## config.mk

```make
export PLATFORM = sky130hd
export DESIGN_NAME = swrm_ctrl
export DESIGN_NICKNAME = d
export VERILOG_FILES = /design/src/hw/rtl/swrm_pkg.sv /design/src/hw/rtl/swrm_ctrl.sv
export SDC_FILE = /design/constraint.sdc
export NUM_CORES = 1
export LEC_CHECK = 0
export ABC_AREA = 1
export BUFFER_PORTS_ARGS = -buffer_cell sky130_fd_sc_hd__clkbuf_2
export CORE_AREA = 2 2 39 41
export CTS_BUF_LIST = sky130_fd_sc_hd__clkbuf_8
export DETAILED_ROUTE_END_ITERATION = 6
export DIE_AREA = 0 0 41 43
export PLACE_DENSITY = 0.7
export SETUP_SLACK_MARGIN = 0.4
export SLEW_MARGIN = 20
export SYNTH_ARGS = -nofsm -noshare
export SYNTH_HDL_FRONTEND = slang
export SYNTH_SLANG_ARGS = --single-unit
```

## constraint.sdc

```tcl
create_clock -name clock -period 1.74 [get_ports clock]
set_clock_uncertainty 0.2 [all_clocks]
set_input_delay 0.174 -clock clock [delete_from_list [all_inputs] [get_ports clock]]
set_output_delay 0.174 -clock clock [all_outputs]
set_load 0.02 [all_outputs]
```

## src/hw/rtl/swrm_pkg.sv

```systemverilog
package swrm_pkg;

   localparam int DEPTH_DEF     = 128;
   localparam int TIME_BITS     = 32;
   localparam int UNIT_BITS     = 16;
   localparam int RATE_BITS     = 31;
   localparam int COUNT_BITS    = 8;
   localparam int TICKS_PER_SEC = 1000000;
   localparam int TPS_BITS      = $clog2(TICKS_PER_SEC + 1);

   localparam logic [RATE_BITS-1:0] RATE_MAX = '1;

   localparam int CSR_IDX_BITS  = 2;
   localparam int CSR_DATA_BITS = 32;

   localparam logic [CSR_IDX_BITS-1:0] CSR_MAX_POINTS  = 2'd0;
   localparam logic [CSR_IDX_BITS-1:0] CSR_MEAS_SPAN   = 2'd1;
   localparam logic [CSR_IDX_BITS-1:0] CSR_RECORD_SPAN = 2'd2;

   localparam logic [COUNT_BITS-1:0] MAX_POINTS_RST = 8'd100;
   localparam logic [TIME_BITS-1:0]  SPAN_RST       = 32'd10000000;

   typedef enum logic [1:0] {
      OP_ADD,
      OP_QMEAS,
      OP_QREC,
      OP_TICK
   } swrm_op_type;

   typedef struct packed {
      swrm_op_type          cmd;
      logic [TIME_BITS-1:0] now_time;
      logic [TIME_BITS-1:0] meas_time;
      logic [UNIT_BITS-1:0] units;
      logic [TIME_BITS-1:0] query_span;
   } swrm_req_type;

   typedef struct packed {
      logic [RATE_BITS-1:0]  rate;
      logic [TIME_BITS-1:0]  span_used;
      logic [COUNT_BITS-1:0] sample_count;
   } swrm_rsp_type;

   typedef enum logic [3:0] {
      ST_IDLE,
      ST_TRIM,
      ST_ADD,
      ST_AGE,
      ST_AGE_CHK,
      ST_QUERY,
      ST_Q_RD,
      ST_Q_CHK,
      ST_MUL,
      ST_DIV_GO,
      ST_DIV,
      ST_DONE
   } swrm_state_type;

   typedef struct packed {
      logic load_req;
      logic trim;
      logic add;
      logic age_clear;
      logic age_drop;
      logic q_init;
      logic q_rd;
      logic q_acc;
      logic mul;
      logic div_start;
      logic load_rsp;
   } swrm_cmd_type;

   typedef struct packed {
      swrm_op_type op;
      logic        held_zero;
      logic        rspan_zero;
      logic        age_over;
      logic        q_stop;
      logic        span_zero;
      logic        div_busy;
   } swrm_stat_type;

endpackage

```

## src/hw/rtl/swrm_ctrl.sv

```systemverilog
module swrm_ctrl import swrm_pkg::*; (
   input  logic          clock,
   input  logic          reset,
   input  logic          req_valid,
   output logic          req_ready,
   output logic          rsp_valid,
   input  logic          rsp_ready,
   input  swrm_stat_type stat,
   output swrm_cmd_type  cmd
);

   swrm_state_type state_ff, state_in;
   logic           rsp_valid_ff, rsp_valid_in;
   logic           out_free;

   assign out_free = !rsp_valid_ff || rsp_ready;

   always_comb begin
      state_in = state_ff;
      unique case (state_ff)
         ST_IDLE: begin
            if (req_valid) begin
               state_in = ST_TRIM;
            end
         end
         ST_TRIM: begin
            unique case (stat.op)
               OP_ADD:   state_in = ST_ADD;
               OP_TICK:  state_in = ST_AGE;
               OP_QMEAS: state_in = ST_QUERY;
               OP_QREC:  state_in = ST_QUERY;
            endcase
         end
         ST_ADD: begin
            state_in = ST_AGE;
         end
         ST_AGE: begin
            state_in = (stat.rspan_zero || stat.held_zero) ? ST_DONE : ST_AGE_CHK;
         end
         ST_AGE_CHK: begin
            state_in = stat.age_over ? ST_AGE : ST_DONE;
         end
         ST_QUERY: begin
            state_in = stat.held_zero ? ST_DONE : ST_Q_RD;
         end
         ST_Q_RD: begin
            state_in = ST_Q_CHK;
         end
         ST_Q_CHK: begin
            state_in = stat.q_stop ? ST_MUL : ST_Q_RD;
         end
         ST_MUL: begin
            state_in = ST_DIV_GO;
         end
         ST_DIV_GO: begin
            state_in = stat.span_zero ? ST_DONE : ST_DIV;
         end
         ST_DIV: begin
            if (!stat.div_busy) begin
               state_in = ST_DONE;
            end
         end
         ST_DONE: begin
            if (out_free) begin
               state_in = ST_IDLE;
            end
         end
      endcase
   end

   always_comb begin
      cmd = '0;
      unique case (state_ff)
         ST_IDLE:    cmd.load_req  = req_valid;
         ST_TRIM:    cmd.trim      = 1'b1;
         ST_ADD:     cmd.add       = 1'b1;
         ST_AGE:     cmd.age_clear = stat.rspan_zero;
         ST_AGE_CHK: cmd.age_drop  = stat.age_over;
         ST_QUERY:   cmd.q_init    = !stat.held_zero;
         ST_Q_RD:    cmd.q_rd      = 1'b1;
         ST_Q_CHK:   cmd.q_acc     = 1'b1;
         ST_MUL:     cmd.mul       = 1'b1;
         ST_DIV_GO:  cmd.div_start = !stat.span_zero;
         ST_DIV:     cmd.mul       = 1'b0;
         ST_DONE:    cmd.load_rsp  = out_free;
      endcase
   end

   always_comb begin
      if (cmd.load_rsp) begin
         rsp_valid_in = 1'b1;
      end else if (rsp_ready) begin
         rsp_valid_in = 1'b0;
      end else begin
         rsp_valid_in = rsp_valid_ff;
      end
   end

   always_ff @(posedge clock) begin
      if (reset) begin
         state_ff     <= ST_IDLE;
         rsp_valid_ff <= 1'b0;
      end else begin
         state_ff     <= state_in;
         rsp_valid_ff <= rsp_valid_in;
      end
   end

   assign req_ready = (state_ff == ST_IDLE);
   assign rsp_valid = rsp_valid_ff;

endmodule

```

# Word-level counts from Yosys, hierarchy flattened

Index checks and enable logic that the tools add are counted.

Input bits: 12
Output and inout port bits: 13
Bits in registers: 5

Eq/ne operators: 17
Reduce and logical (&&, ||, !) cells: 10
Multiplexer cells: 23

Operators by type and width:

| cell                                                            | number |
|---|---|
| 4-bit one-hot mux with 12 select lines                          | 1 |
| 4-bit 2-to-1 mux                                                | 7 |
| 4-bit by 3-bit == test with 1-bit output, second input constant | 4 |
| 4-bit == test, second input constant                            | 4 |
| 1-bit 2-to-1 mux                                                | 14 |
| 4-bit one-hot mux with 3 select lines                           | 1 |
| 4-bit by 2-bit == test with 1-bit output, second input constant | 2 |
| 2-bit inequality test, second input constant                    | 3 |
| 2-bit == test, second input constant                            | 2 |
| 4-bit by 1-bit == test with 1-bit output, second input constant | 1 |
| 4-bit logical NOT                                               | 1 |
| 1-bit logical NOT                                               | 3 |
| 3-bit AND reduction                                             | 1 |
| 2-bit by 1-bit == test with 1-bit output, second input constant | 1 |
| 2-bit logical NOT                                               | 1 |
| 1-bit logical OR                                                | 2 |
| 2-bit nonzero test                                              | 1 |
| 2-bit OR reduction                                              | 1 |

# Logic depth before layout (Yosys ltp)

Gate-level depths: netlist of the first run.

Depth after elaboration: 4
Depth in mapped cells: 9
Depth with buffers taken out: 9

# Worst setup path before layout of the first run

OpenSTA, ideal clock, no wires.

Path type: register to register
Start point: register state_ff[0]
End point: register state_ff[2]
Path slack: 0.187 ns
Required time: 1.466 ns
Arrival: 1.279 ns
Path buffers: 1
Stages on the path, launching flop included: 6
Setup time: 0.074 ns
Clock period less this slack: 1.553 ns
Cell sequence: dfxtp_1 > buf_6 > nand2_1 > nor3_1 > nor2_1 > a31oi_1

Longest elaborated chain between the ends: 3
Elaborated cells between the ends (all ways): 17

Ends and longest elaborated chain:

| what                                               | line             | source |
|---|---|---|
| from (decl)                                        | swrm_ctrl.sv:12  | `swrm_state_type state_ff, state_in;` |
| from (signal assigned)                             | swrm_ctrl.sv:104 | `state_ff <= state_in;` |
| 4-bit == test or 4-bit logical NOT (tied branches) | swrm_ctrl.sv:20  | `unique case (state_ff)` |
| 2-bit inequality test (no source line)             | --               |  |
| 3-bit AND reduction (no source line)               | --               |  |

Several ways; a longest one is shown, not always the timed one.
A chain may end at the register's enable or synchronous reset.

==> results of run 1 <==
-- state kept, by name (all words and copies together), names as in the netlist --
signal / flops
state_ff: 4
rsp_valid: 1
-- worst min-delay path, cell delays in order --
cell	delay [ps]
clkbuf_2	80
inv_1	60
nand4_1	100
a31oi_1	80
-- power by group --
group / internal, mW / leakage (nW) / total, mW / switching (mW)
registers: 0.164 / 0.0436 / 0.269 / 0.105
logic: 0.445 / 0.418 / 1.00 / 0.557
clock network: 0.151 / 0.0269 / 0.207 / 0.0556
-- per-layer routing --
| layer | wire (µm) | vias to the layer above | global-route usage (%) | part of all wire, % |
|---|---|---|---|---|
| li1 | - | 361 | - | - |
| met1 | 707 | 327 | 29.0 | 40 |
| met5 | 0 | - | 0 | 0 |
| met3 | 101 | 0 | 5.24 | 5.7 |
| met4 | 0 | 0 | 8.00 | 0 |
| met2 | 974 | 23 | 38.4 | 55 |
-- per-stage QoR --
step	power, mW	utilization (%)	instances	worst slack, ps
after CTS	1.23	63.4	141	237
final	1.48	69.9	144	232
after global placement	0.789	48.2	130	291
after global routing	1.57	69.9	144	179
after detailed placement	0.800	48.2	130	274
after floorplan	0.668	-	92	377
-- final timing paths --
| check | startpoint | to | slack, ps |
|---|---|---|---|
| max | state_ff[3] | cmd[7] | 230 |
| min | stat[4] | state_ff[2] | 120 |
| max reg2reg | state_ff[3] | state_ff[1] | 290 |
| min reg2reg | rsp_valid | rsp_valid | 470 |
-- cells in the mapped netlist (all sizes together) --
library cell	count	area share (%)
nor3	5	4.8
nor3b	1	1.4
a31oi	2	2.4
inv	20	14
buf	2	3.6
a21oi	4	3.8
o21ai	3	2.9
nand2	17	14
ha	1	2.4
nand3	9	11
nor2	21	18
nand4	1	1.2
dfxtp	5	19
a211oi	1	1.4
-- cell usage in the layout, fill, tap and decap left out, types with 2 or more instances in the layout --
cell type,count
a21oi_1,4
a31oi_1,2
buf_4,15
buf_6,5
clkbuf_2,12
clkbuf_8,3
dfxtp_4,4
inv_1,11
inv_2,8
inv_4,2
nand2_1,9
nand2_2,3
nand2_4,5
nand3_1,7
nand3_2,2
nor2_1,12
nor2_4,8
nor3_2,3
nor3_4,2
-- cell type report --
class | instances | area share, %
multi-input combinational | 65 | 46.8
timing repair buffer | 34 | 26.3
inverter | 20 | 8.28
clock inverter | 1 | 0.388
tap | 16 | 2.07
clock buffer | 3 | 4.27
sequential | 5 | 11.9
-- repair_timing --
item,in CTS,in global routing
gates resized for setup,38,30
buffers inserted,6,3
endpoints found under the hold margin,3,0
setup endpoints to repair,16,16
hold buffers,1,0
pin swaps,6,5
-- cell families after synthesis --
family | after synthesis | share of synthesized area, %
AOI/OAI and AO/OA | 10 | 10.5
adders and majority gates | 1 | 2.39
buffers and inverters | 22 | 17.9
DFF | 5 | 19.1
and+or+nand+nor | 54 | 50.0
==> impl_metrics.ini, run 1 <==
[run_status]
status = completed

[layout]
nFillCells = 109
fin_nets = 142
design_area_um2 = 967
synthToLayoutAreaGrowth_pct = 84.9
num_antenna_cells = 0
final-seq-area_um2 = 115
multiInputGateArea_um2 = 453
drive_gt1_share_pct = 58.6

[setup_path]
max_stage_delay_ps = 360
worstPathRequired_ps = 1370
cp_max_fo = 5
critPathBufInv = 2
cp_top_family = flip-flops
start_kind = flop
slowest_stage = dfxtp_4
crit_path_cell_trace = nor2_4 -> inv_1 -> nor3_2 -> buf_4
ff2ff_path_depth = 8
crit_cells = 4
end_kind = output port
path_class = flop to output port
cp_data_arrival_time_ps = 1130

[global_routing]
grt_max_degree = 9
antenna_found_initial = 0
grt_pass1_wl_um = 2880
grt_pass1_vias = 675
gr-total-overflow = 0
grt_use_total_pct = 23.6

[detailed_routing]
drt_iter0_markers = 17
drt_wl_total_um = 1780
drt_first_pass_iters = 4
vias_per_cell = 4.94
num_vias = 711
wl_per_cell_um = 12.4
detail-route-antenna-nets = 0
drt_drc_violations_left = 0

[sta]
min_period_ps = 1510
tns_ps = 0
tightest_slew_ps = 352
fin_crit_sh_pct = 86.7
setup_viol = 0
rsz0062_at_grt = true
slew_viol_final = 0
hold_ws_ps = 118
slew_headroom_pct = 76.4
finalHoldViolations = 0
max_freq_ghz = 0.663

[power]
ir_drop_uv = 936
leakagePower_nw = 0.489
cellPowerDensity_nw_per_um2 = 1530

[synth]
synth_cell_type_count = 20
syn_avg_cell_area_um2 = 5.68
yosysWarnings = 0
syn_inst = 92
ys_seq_area_share_pct = 19.1
synth-seq-cells = 5
syn-num-nets = 105
syn-cell-area_um2 = 523

[cts]
numCtsBuffers = 3
cts_sinks = 5
clk-insertion-delay-late_ps = 220
clk_pin_slew_ps = 40
clockRootBuffer = clkbuf_8
h-tree-depth = 1
cts.path.max_buffers = 2
cts_tree = done

[placement]
place_congestion = 0.962
dpl.hpwl_um = 1230
post_dp_cell_area_um2 = 667
port_buffers = 24

[worst_hold_path]
whs_path_depth = 4
hold_class = input pin to flop

[die]
pin_count = 25
initial_core_util_pct = 37.8
die_area_um2 = 1760
die_h_um = 43
rows = 14
coreArea_um2 = 1380
die_w_um = 41

[run]
maxCapViolCount = 0
(Power assumes the default switching activity.)
==> run 2, diff against run 1 <==
==> constraint.sdc (replaced) <==
create_clock -name clock -period 1.9 [get_ports clock]
set_clock_uncertainty 0.2 [all_clocks]
set_input_delay 0.19 -clock clock [delete_from_list [all_inputs] [get_ports clock]]
set_output_delay 0.19 -clock clock [all_outputs]
set_load 0.02 [all_outputs]
==> run 2 against run 1 <==
Largest power group unchanged; combinational power decreased by 19%; cell count fell by 4.2%; clock-buffer cell count is the same; global-route usage fell by 4.5 points; register-to-register slack gained 150 ps; critical path type unchanged; via count shrank 1.5%; clock power down 6%; die area stayed put; critical path depth did not move; setup slack improved by 130 ps; largest cell class unchanged; first-iteration DRC count is 12% higher; routed wire length down 10%.
==> impl_metrics.ini, run 2 (synthesis results as in run 1) <==
[sta]
max_freq_ghz = 0.650
finalHoldViolations = 0
setup_viol = 0
slew_headroom_pct = 82.7
tns_ps = 0
tightest_slew_ps = 258
hold_ws_ps = 92.2
fin_crit_sh_pct = 81.0
min_period_ps = 1540
slew_viol_final = 0
rsz0062_at_grt = true

[placement]
port_buffers = 24
place_congestion = 0.821
dp.cells = 130
dpl.hpwl_um = 1070
post_dp_cell_area_um2 = 654

[setup_path]
cp_max_fo = 6
end_kind = output port
crit_path_cell_trace = nor2_4 -> nand2_4 -> nor2_4 -> buf_6
slowest_stage = dfxtp_4
crit_cells = 4
cp_top_family = simple AND/OR/NAND/NOR gates
max_stage_delay_ps = 370
critPathBufInv = 1
cp_common_cell = nor2_4
cp_data_arrival_time_ps = 1150
ff2ff_path_depth = 7
start_kind = flop
worstPathRequired_ps = 1510
path_class = flop to output port

[layout]
fin_cells = 138
largest_reg_flops = 4
regMostFlops = state_ff
design_area_um2 = 861
drive_gt1_share_pct = 54.1
nFillCells = 121
num_antenna_cells = 0
final_common_cell = clkbuf_2
synthToLayoutAreaGrowth_pct = 64.6
fin_nets = 136
layout_common_cells = 14 x clkbuf_2, 12 x inv_1, 12 x nor2_1, 10 x nand2_1

[worst_hold_path]
whs_path_depth = 4
hold_class = input pin to flop

[global_routing]
grt_use_total_pct = 19.1
gr-total-overflow = 0
grt_pass1_wl_um = 2250
grt_pass1_vias = 549
grt_max_degree = 9
antenna_found_initial = 0

[die]
die_h_um = 43
rows = 14
coreArea_um2 = 1380
die_w_um = 41
initial_core_util_pct = 37.8
pin_count = 25
die_area_um2 = 1760

[cts]
cts_tree = done
numCtsBuffers = 3
clk_pin_slew_ps = 40
h-tree-depth = 1
cts_sinks = 5
clk-insertion-delay-late_ps = 220
cts.path.max_buffers = 2
clockRootBuffer = clkbuf_8

[detailed_routing]
detail-route-antenna-nets = 0
drt_drc_violations_left = 0
wl_per_cell_um = 11.6
num_vias = 700
drt_iter0_markers = 19
drt_first_pass_iters = 4
vias_per_cell = 5.07
drt_wl_total_um = 1600

[power]
ir_drop_uv = 737
leakagePower_nw = 0.442
cellPowerDensity_nw_per_um2 = 1440

[run_status]
status = completed

[run]
maxCapViolCount = 0
## run 2: changes by cell type in the layout (fill, tap and decap cells not counted), moves of 2 or more
cell	before	now
clkbuf_2	12	14
nor2_4	8	5
buf_4	15	8
nor2_2	1	4
nor3_4	2	0
## run 2: what timing repair did
item | in CTS | in global routing
hold buffers | 1 | 0
resized for setup | 19 | 35
endpoints found under the hold margin | 4 | 0
setup buffers | 1 | 2
pin swaps | 2 | 8
setup endpoints to repair | 12 | 12
## run 2: routing by layer
layer / routed length (µm) / global-route usage (%) / vias to the layer above / share of wire (%)
li1: - / - / 350 / -
met4: 23 / 12.0 / 0 / 1.4
met3: 91 / 3.14 / 4 / 5.7
met2: 793 / 29.4 / 27 / 50
met5: 0 / 0 / - / 0
met1: 689 / 23.2 / 319 / 43
## run 2: path summary, 6_finish.rpt
| check | start | endpoint | slack, ps |
|---|---|---|---|
| setup / recovery | state_ff[3] | cmd[10] | 360 |
| hold / removal | rsp_ready | rsp_valid | 90 |
| setup reg to reg | state_ff[3] | state_ff[3] | 440 |
| hold reg to reg | rsp_valid | rsp_valid | 390 |
## run 2: layout make-up
| cell class | count | area, µm² | area share, % |
|---|---|---|---|
| clock inverter | 1 | 3.75 | 0.436 |
| clock buffer | 3 | 41.3 | 4.80 |
| tap | 16 | 20.0 | 2.33 |
| timing repair buffer | 28 | 190 | 22.1 |
| multi-input combinational | 65 | 413 | 48.0 |
| sequential | 5 | 115 | 13.4 |
| inverter | 20 | 77.6 | 9.01 |
## run 2: per-stage QoR
step	setup slack [ps]	utilization, %	power [mW]
finish	361	62.2	1.24
CTS	359	55.4	1.00
floorplan	432	-	0.602
detailed placement	451	47.3	0.715
global route	306	62.2	1.32
global placement	455	47.3	0.709
## run 2: worst register-to-register path: stages, from the launching register on
cell and delay (ps):
dfxtp_4 370, nor2_4 240, nand2_4 110, buf_6 140, nor2_4 90, nor2_2 60, o21ai_1 70, a21oi_1 70
## run 2: report_power, final
part	switching [mW]	leakage, nW	internal [mW]	total (mW)
combinational	0.467	0.371	0.343	0.809
clock	0.0557	0.0269	0.139	0.195
sequential	0.0857	0.0436	0.150	0.235
==> run 3, diff against run 2 <==
--- a/config.mk
+++ b/config.mk
@@ -11,7 +11,7 @@
 export CTS_BUF_LIST = sky130_fd_sc_hd__clkbuf_8
 export DETAILED_ROUTE_END_ITERATION = 6
 export DIE_AREA = 0 0 41 43
-export PLACE_DENSITY = 0.7
+export PLACE_DENSITY = 0.72
 export SETUP_SLACK_MARGIN = 0.4
 export SLEW_MARGIN = 20
 export SYNTH_ARGS = -nofsm -noshare
==> constraint.sdc (replaced) <==
create_clock -name clock -period 1.4 [get_ports clock]
set_clock_uncertainty 0.2 [all_clocks]
set_input_delay 0.14 -clock clock [delete_from_list [all_inputs] [get_ports clock]]
set_output_delay 0.14 -clock clock [all_outputs]
set_load 0.02 [all_outputs]
==> run 3 against run 2 <==
Routed wire length grew 11%; sequential power is 42% higher; largest cell class unchanged; the run now ends with negative hold slack, negative setup slack left; clock-buffer cell count is the same; worst hold slack got worse by 130 ps; non-clock buffer count increased by 3; sequential share of layout area down 1.9 points; setup slack worse by 450 ps; sequential cell count unchanged; core utilization grew 11 points; largest power group unchanged.
==> impl_metrics.ini, run 3 (synthesis results as in run 1) <==
[run_status]
status = complete, but fails checks
violations = negative hold slack, negative setup slack

[global_routing]
grt_pass1_wl_um = 2570
gr-total-overflow = 0
grt_max_degree = 9
grt_use_total_pct = 20.8
antenna_found_initial = 0
grt_pass1_vias = 613

[power]
p_total_mw = 1.79
leakagePower_nw = 0.487
ir_drop_uv = 1100
cellPowerDensity_nw_per_um2 = 1770

[setup_path]
cp_data_arrival_time_ps = 1150
worstPathRequired_ps = 1060
cp_max_fo = 6
r2r-end = state_ff[1]
startpoint = state_ff[3]
r2r_setup_slack_ps = -30
path_class = flop to output port
r2r_start = state_ff[2]
start_kind = flop
end_kind = output port
ff2ff_path_depth = 8

[layout]
fin_nets = 139
drive_gt1_share_pct = 64.8
synthToLayoutAreaGrowth_pct = 93.3
layout_common_cells = 12 x clkbuf_2, 10 x inv_1, 9 x nand2_1, 8 x nor2_2
final-seq-area_um2 = 116
regMostFlops = state_ff
multiInputGateArea_um2 = 483
nFillCells = 110
fin_cells = 141
final_common_cell = clkbuf_2
num_antenna_cells = 0
largest_reg_flops = 4

[cts]
clk-insertion-delay-late_ps = 220
numCtsBuffers = 3
clockRootBuffer = clkbuf_8
cts_sinks = 5
cts.path.max_buffers = 2
h-tree-depth = 1
cts_tree = done
clk_pin_slew_ps = 40

[placement]
dp.cells = 130
dpl.hpwl_um = 1170
place_congestion = 0.879
port_buffers = 24

[sta]
finalWorstSetupSlack_ps = -91.0
tns_ps = -621
tightest_slew_ps = 264
slew_viol_final = 0
min_period_ps = 1490
rsz0062_at_grt = true
finalHoldViolations = 4
hold_ws_ps = -41.0
slew_headroom_pct = 82.3
setup_viol = 13
max_freq_ghz = 0.671
fin_crit_sh_pct = 107

[worst_hold_path]
whs_path_depth = 2
holdCritStartpoint = reset
hold-path-endpoint = state_ff[1]
hold_class = input pin to flop

[detailed_routing]
num_vias = 706
drt_first_pass_iters = 4
vias_per_cell = 5.01
detail-route-antenna-nets = 0
drt_drc_violations_left = 0
drt_wl_total_um = 1780
drt_iter0_markers = 13
wl_per_cell_um = 12.6

[run]
maxCapViolCount = 0

[die]
die_area_um2 = 1760
rows = 14
initial_core_util_pct = 37.8
coreArea_um2 = 1380
die_w_um = 41
pin_count = 25
die_h_um = 43
[run 3: cell types whose count changed in the layout (fill, tap and decap cells not counted), moves of 4 or more]
cell	change
clkbuf_8	+4
nor2_2	+4
nor3_4	+4
nor2_1	-5
[run 3: power by group]
group	total [mW]	leakage (nW)	switching, mW	internal (mW)
combinational	1.21	0.416	0.692	0.514
sequential	0.333	0.0441	0.129	0.203
clock	0.255	0.0269	0.0674	0.188
[run 3: per-layer routing]
metal,part of all wire [%],up-vias,global-route usage [%]
met5,0,-,0
met1,40,326,26.5
met2,56,20,35.0
met4,0,0,4.00
li1,-,360,-
met3,4.0,0,3.66
[run 3: worst max-delay path, cell delays in order (launching register included)]
cell and delay, ps:
dfxtp_4 370, inv_2 80, nand2_4 90, nor3_4 210
clkbuf_8 180
[run 3: timing repair]
item,4_1_cts,5_1_grt
pin swaps,4,6
setup buffers,3,4
endpoints found under the setup margin,18,18
hold endpoints to repair,4,4
resized for setup,26,18
[run 3: area by class of cell]
type / instances / share of cell area, %
Inverter: 20 / 8.42
Clock inverter: 1 / 0.371
Sequential cell: 5 / 11.5
Tap cell: 16 / 1.98
Multi-Input combinational cell: 65 / 47.8
Timing Repair Buffer: 31 / 25.9
Clock buffer: 3 / 4.08
[run 3: worst max path at each step]
stage,to,slack (ps),cells after the start
4_1_cts,cmd[8],-60,5
3_5_place_dp,state_ff[3],20,6
6_report,cmd[5],-90,4
2_1_floorplan,state_ff[2],160,5
3_3_place_gp,state_ff[3],5,7
5_1_grt,cmd[5],-160,4
[run 3: through the flow]
stage / hold WS, ps / utilization [%] / setup slack, ps / instance area [µm²]
4_1_cts: -53.4 / 67.1 / -64.2 / 928
3_3_place_gp: 168 / 55.0 / 4.57 / 761
3_5_place_dp: 170 / 55.0 / 17.1 / 761
2_1_floorplan: -0.643 / - / 156 / 639
6_report: -41.0 / 73.1 / -91.0 / 1010
5_1_grt: -26.6 / 73.1 / -160 / 1010
